<file path="src/hdl/v3au_pkg.sv">
// ----------------------------------------------------------------------------
// v3au_pkg
// Shared types, widths, operation codes and saturation helpers for the
// 3D vector arithmetic unit.
// ----------------------------------------------------------------------------
package v3au_pkg;

    localparam int CW         = 32;
    localparam int FB         = 16;
    localparam int SCALAR_W   = 64;
    localparam int PW         = 2 * CW;
    localparam int DW         = PW + 1;
    localparam int TERM_W     = 3 * CW + 2;
    localparam int SQ_STAGES  = CW;
    localparam int DIV_STAGES = FB + 1;
    localparam int NLANES     = 3;

    localparam logic [3:0] OP_ADD    = 4'd0;
    localparam logic [3:0] OP_SUB    = 4'd1;
    localparam logic [3:0] OP_SCALE  = 4'd2;
    localparam logic [3:0] OP_DOT    = 4'd3;
    localparam logic [3:0] OP_CROSS  = 4'd4;
    localparam logic [3:0] OP_TRIPLE = 4'd5;
    localparam logic [3:0] OP_LENGTH = 4'd6;
    localparam logic [3:0] OP_NORM   = 4'd7;
    localparam logic [3:0] OP_PERP   = 4'd8;

    typedef logic signed [CW-1:0] t_comp;

    typedef struct packed {
        logic [3:0] operation;
        t_comp      a_x;
        t_comp      a_y;
        t_comp      a_z;
        t_comp      b_x;
        t_comp      b_y;
        t_comp      b_z;
        t_comp      c_x;
        t_comp      c_y;
        t_comp      c_z;
        t_comp      scale_factor;
    } t_in;

    typedef struct packed {
        t_comp                       result_x;
        t_comp                       result_y;
        t_comp                       result_z;
        logic signed [SCALAR_W-1:0]  result_scalar;
        logic                        test_true;
        logic                        zero_length_error;
    } t_out;

    typedef struct packed {
        logic [3:0] op;
        t_comp      ai;
        t_comp      aj;
        t_comp      ak;
        t_comp      bi;
        t_comp      bj;
        t_comp      bk;
        t_comp      cj;
        t_comp      ck;
        t_comp      sc;
    } t_lane_in;

    typedef struct packed {
        logic signed [TERM_W-1:0] term;
        t_comp                    vec;
        logic [CW-1:0]            mag;
        logic                     neg;
        logic                     a_zero;
        logic                     b_zero;
    } t_lane_out;

    typedef struct packed {
        t_out                        res;
        logic                        is_len;
        logic                        norm_ok;
        logic [NLANES-1:0][CW-1:0]   mag;
        logic [NLANES-1:0]           neg;
    } t_side;

    typedef struct packed {
        t_out res;
        logic norm_ok;
    } t_post;

    function automatic t_comp f_sat32(input logic signed [TERM_W-1:0] v);
        t_comp r;
        if ((&v[TERM_W-1:CW-1]) || !(|v[TERM_W-1:CW-1])) begin
            r = v[CW-1:0];
        end else if (v[TERM_W-1]) begin
            r = {1'b1, {(CW-1){1'b0}}};
        end else begin
            r = {1'b0, {(CW-1){1'b1}}};
        end
        return r;
    endfunction

    function automatic logic signed [SCALAR_W-1:0] f_sat64(
        input logic signed [TERM_W-1:0] v);
        logic signed [SCALAR_W-1:0] r;
        if ((&v[TERM_W-1:SCALAR_W-1]) || !(|v[TERM_W-1:SCALAR_W-1])) begin
            r = v[SCALAR_W-1:0];
        end else if (v[TERM_W-1]) begin
            r = {1'b1, {(SCALAR_W-1){1'b0}}};
        end else begin
            r = {1'b0, {(SCALAR_W-1){1'b1}}};
        end
        return r;
    endfunction

endpackage

</file>
<file path="src/hdl/v3au_div.sv">
// ----------------------------------------------------------------------------
// v3au_div
// Pipelined restoring divider for one normalize component: the magnitude
// shifted up by the fraction bits over the length, one quotient bit per
// stage, with the sign applied at the end.
// ----------------------------------------------------------------------------
module v3au_div import v3au_pkg::*; (
    input  logic          i_clk,
    input  logic          i_en,
    input  logic [CW-1:0] i_mag,
    input  logic [CW-1:0] i_len,
    input  logic          i_neg,
    output t_comp         o_quot
);

    logic [CW-1:0]         r_r [DIV_STAGES];
    logic [CW-1:0]         r_d [DIV_STAGES];
    logic [DIV_STAGES-1:0] r_q [DIV_STAGES];
    logic                  r_n [DIV_STAGES];
    logic [CW-1:0]         n_r [DIV_STAGES];
    logic [DIV_STAGES-1:0] n_q [DIV_STAGES];
    logic [CW-1:0]         w_q;

    always_comb begin
        logic [CW-1:0]         pr, pd;
        logic [DIV_STAGES-1:0] pq;
        logic                  nb;
        logic [CW:0]           rs, dd;
        for (int s = 0; s < DIV_STAGES; s++) begin
            if (s == 0) begin
                pr = {1'b0, i_mag[CW-1:1]};
                pd = i_len;
                pq = '0;
                nb = i_mag[0];
            end else begin
                pr = r_r[s-1];
                pd = r_d[s-1];
                pq = r_q[s-1];
                nb = 1'b0;
            end
            rs = {pr, nb};
            dd = {1'b0, pd};
            if (rs >= dd) begin
                n_r[s] = CW'(rs - dd);
                n_q[s] = {pq[DIV_STAGES-2:0], 1'b1};
            end else begin
                n_r[s] = rs[CW-1:0];
                n_q[s] = {pq[DIV_STAGES-2:0], 1'b0};
            end
        end
    end

    always_ff @(posedge i_clk) begin
        if (i_en) begin
            r_d[0] <= i_len;
            r_n[0] <= i_neg;
            for (int s = 0; s < DIV_STAGES; s++) begin
                r_r[s] <= n_r[s];
                r_q[s] <= n_q[s];
                if (s > 0) begin
                    r_d[s] <= r_d[s-1];
                    r_n[s] <= r_n[s-1];
                end
            end
        end
    end

    assign w_q    = {{(CW-DIV_STAGES){1'b0}}, r_q[DIV_STAGES-1]};
    assign o_quot = r_n[DIV_STAGES-1] ? CW'(~w_q + 1'b1) : w_q;

endmodule

</file>
<file path="config.mk">
export PLATFORM = sky130hd
export DESIGN_NAME = v3au_div
export DESIGN_NICKNAME = d
export VERILOG_FILES = /design/src/hdl/v3au_pkg.sv /design/src/hdl/v3au_div.sv
export SDC_FILE = /design/constraint.sdc
export NUM_CORES = 2
export LEC_CHECK = 0
export BUFFER_PORTS_ARGS = -buffer_cell sky130_fd_sc_hd__buf_2
export CORE_MARGIN = 3
export CORE_UTILIZATION = 45
export DETAILED_ROUTE_END_ITERATION = 6
export HOLD_SLACK_MARGIN = 0.12
export PLACE_DENSITY_LB_ADDON = 0.08
export SLEW_MARGIN = 30
export SYNTH_ARGS = -nofsm -noshare
export SYNTH_HDL_FRONTEND = slang
export SYNTH_SLANG_ARGS = --single-unit
</file>
<file path="constraint.sdc">
create_clock -name i_clk -period 4.4 [get_ports i_clk]
set_clock_uncertainty 0.05 [all_clocks]
set_input_delay 1.32 -clock i_clk [delete_from_list [all_inputs] [get_ports i_clk]]
set_output_delay 1.32 -clock i_clk [all_outputs]
set_load 0.02 [all_outputs]
</file>
==> impl_metrics.py <==
metrics = {
    "run_status": {
        "status": "finished clean",
    },
    "clock_tree": {
        "clkSinkCount": 1194,
        "clock-root-buffer": "clkbuf_16",
        "htree_levels": 4,
        "cts_tree": "yes",
        "clk_latency_ns": 0.78,
        "numCtsBuffers": 144,
        "clock_path_buffers": 3,
        "clkTransAtPathRegs_ns": 0.06,
        "ctsHoldBuffers": 0,
    },
    "floorplan": {
        "pin_count": 99,
        "row_count": 144,
        "die_h_um": 403,
        "start_util_pct": 45.6,
        "design.die.area_mm2": 0.162,
        "core_area_mm2": 0.155,
        "dieWidth_um": 403,
    },
    "worst_setup_path": {
        "end_kind": "output pin",
        "path_delay_family": "simple AND/OR/NAND/NOR gates",
        "r2r-end": "r_r[0][455]",
        "critPathKind": "flop to output pin",
        "worst_r2r_path_depth": 13,
        "cp_slowest_stage_delay_ns": 0.45,
        "crit_buf_inv": 3,
        "reg2reg_slack_ns": 0.31,
        "worst_ep_required_time_ns": 3.03,
        "worstPathCellList": "inv_2 -> nand2_2 -> or4_4 -> or2_4 -> or3b_4 -> buf_12 -> o31a_1 -> buf_6",
        "path_max_fanout": 7,
        "reg2reg_from": "r_d[0][417]",
        "slowest_stage": "or3b_4",
        "worstPathArrival_ns": 2.99,
        "worstSetupStartpointType": "flop",
    },
    "timing": {
        "finalSetupViolations": 0,
        "hold_ws_ns": 0.361,
        "hold_violations": 0,
        "fmax_mhz": 229,
        "rsz0062_at_grt": "yes",
        "finalWorstSetupSlack_ns": 0.0392,
        "finalCriticalPeriod_ns": 4.36,
        "period_share_pct": 99.1,
        "relSlewSlack_pct": 42.5,
        "worst-slew-pin-transition_ns": 0.862,
        "drv_slew": 0,
    },
    "synth": {
        "syn-cell-area_mm2": 0.0708,
        "synth_edf_count": 1194,
        "syn_area_per_cell_um2": 11.1,
        "ys_seq_area_share_pct": 50.6,
        "syn_inst": 6386,
        "yosys.cell_types.count": 105,
        "synth_warnings": 0,
        "async_flop_share_pct": 0,
        "ys_ff_latch": 1194,
        "synth_top_flop_cell": "edfxtp_1",
        "syn_nets": 7013,
        "synth_top_cell_by_area": "edfxtp_1",
        "yosysTopAreaCellShare_pct": 50.6,
        "yosys-top-cells-area": "edfxtp_1 51%, ha_1 9.6%, mux2_2 4.3%, a21oi_1 3.8%, inv_1 3.7%",
    },
    "power_and_ir_drop": {
        "p_leak_nw": 33.1,
        "p_sw_w": 0.0218,
        "switching_share_pct": 37.4,
        "pwr-share-comb_pct": 48.0,
        "p_seq_share_pct": 32.1,
        "powerDensity_mw_per_mm2": 732,
        "internal_power_w": 0.0365,
        "power_w": 0.0583,
        "pwr-share-clk_pct": 20.0,
        "irDropWorstVdd_uv": 473,
    },
    "flow_run": {
        "drv_cap": 0,
    },
    "final_layout": {
        "final_common_cell": "edfxtp_1",
        "nNetsFinal": 7277,
        "syn2layout_area_growth_pct": 12.5,
        "drive_gt1_share_pct": 12.2,
        "final_cell_mix": "1194 x edfxtp_1, 702 x inv_1, 544 x ha_1",
        "final_core_util_pct": 51.3,
        "antenna_cells": 0,
        "final_area_mm2": 0.0797,
    },
    "routing": {
        "vias": 48300,
        "vias_per_cell": 5.48,
        "ant_nets": 0,
        "dr.pass1.iters": 5,
        "post_drt_wl_per_cell_um": 19.0,
        "postRouteWirelength_um": 167000,
        "drt_iter0_drc": 2538,
        "drc": 0,
    },
    "global_route": {
        "grt_overflow_total": 0,
        "grt_max_degree": 115,
        "track_usage_pct": 20.5,
        "grt_pass1_vias": 49900,
        "antenna_found_initial": 0,
        "grt_first_pass_wirelength_um": 265000,
    },
    "hold_path": {
        "hold_depth": 0,
        "min_from": "r_q[0][173]",
        "min_to": "r_q[0][191]",
        "hold_class": "flop to flop",
    },
    "placement": {
        "pre_cts_ws_ns": -0.115,
        "hpwl_um": 130000,
        "place_area_mm2": 0.0748,
        "io_buffers": 98,
        "finalWeightedCongestion": 0.967,
    },
}
[synth_stat cells (89+ instances only)]
| master | number |
|---|---|
| a21o_1 | 289 |
| a21oi_1 | 539 |
| clkbuf_1 | 96 |
| edfxtp_1 | 1194 |
| ha_1 | 544 |
| inv_1 | 704 |
| mux2_2 | 269 |
| nand2_1 | 336 |
| nand3_1 | 99 |
| nand4_1 | 89 |
| nor2_1 | 409 |
| o21ai_0 | 326 |
| xnor2_1 | 291 |
| xor2_1 | 145 |
[sequential cells by signal (all words and copies together), names as in the netlist]
register,count
r_d,512
r_r,512
r_q,153
r_n,17
[worst reg2reg max path: stages (launching register included)]
cell and delay (ns):
edfxtp_1 0.37, inv_1 0.06, ha_1 0.29, nor2b_1 0.15, o21ai_1 0.09, a21boi_1 0.29
o21ai_0 0.22, a311oi_2 0.47, a31oi_1 0.29, o21ai_1 0.45, and2_4 0.26, a41o_1 0.24
buf_12 0.21, mux2_2 0.40
[final cells by class]
cell class	count	area, um2
clock inverter	80	958
sequential	1194	35900
inverter	704	2640
fill	13700	75600
clock buffer	173	3710
timing repair buffer	266	2170
multi-input combinational	4340	31800
tap	2044	2560
[cell families after synthesis]
kind of cell,after synthesis,synth area share (%)
compound gates,1695,15.4
xor+xnor,436,5.39
fa+ha+maj,560,10.1
buf+inv,852,4.71
flops,1194,50.6
mux,287,4.53
simple gates,1362,9.30
[worst max path at each step]
| stage | slack (ns) | depth (start not counted) | startpoint | endpoint |
|---|---|---|---|---|
| 2_1_floorplan | 0.05 | 13 | i_mag[0] | r_r[0][10] |
| 3_3_place_gp | -0.17 | 15 | i_mag[0] | r_r[0][26] |
| 3_5_place_dp | -0.12 | 15 | i_mag[0] | r_r[0][25] |
| 4_1_cts | -0.03 | 6 | r_q[0][276] | o_quot[25] |
| 5_1_grt | -0.1 | 8 | r_q[0][272] | o_quot[13] |
| 6_report | 0.04 | 8 | r_q[0][272] | o_quot[25] |
[through the flow]
step / std cells / TNS [ns]
after floorplan: 6386 / 0
after global placement: 8541 / -3.96
after detailed placement: 8541 / -2.17
after CTS: 8797 / -0.262
after global routing: 8801 / -0.708
final: 8801 / 0
[power groups by stage]
stage	clock network, W	logic [W]	registers (W)
after floorplan	0	0.0209	0.0181
after global placement	0	0.0276	0.0189
after detailed placement	0	0.0278	0.0189
after CTS	0.0120	0.0280	0.0187
after global routing	0.0125	0.0311	0.0190
final	0.0116	0.0280	0.0187
[per-layer routing]
metal  track usage, %  up-vias  share of wire, %
met5                0        -                 0
met2             40.7      819                55
li1                 -    23900                 -
met3             2.94      405               2.8
met1             20.3    23100                37
met4             11.1        0               5.6
[timing repair]
action | 4_1_cts | 5_1_grt
resized for setup | 25 | 11
buffers inserted | 3 | 3
pin swaps | 1 | 2
setup endpoints to repair | 14 | 19
No activity file was read; power rests on OpenSTA's default activity.
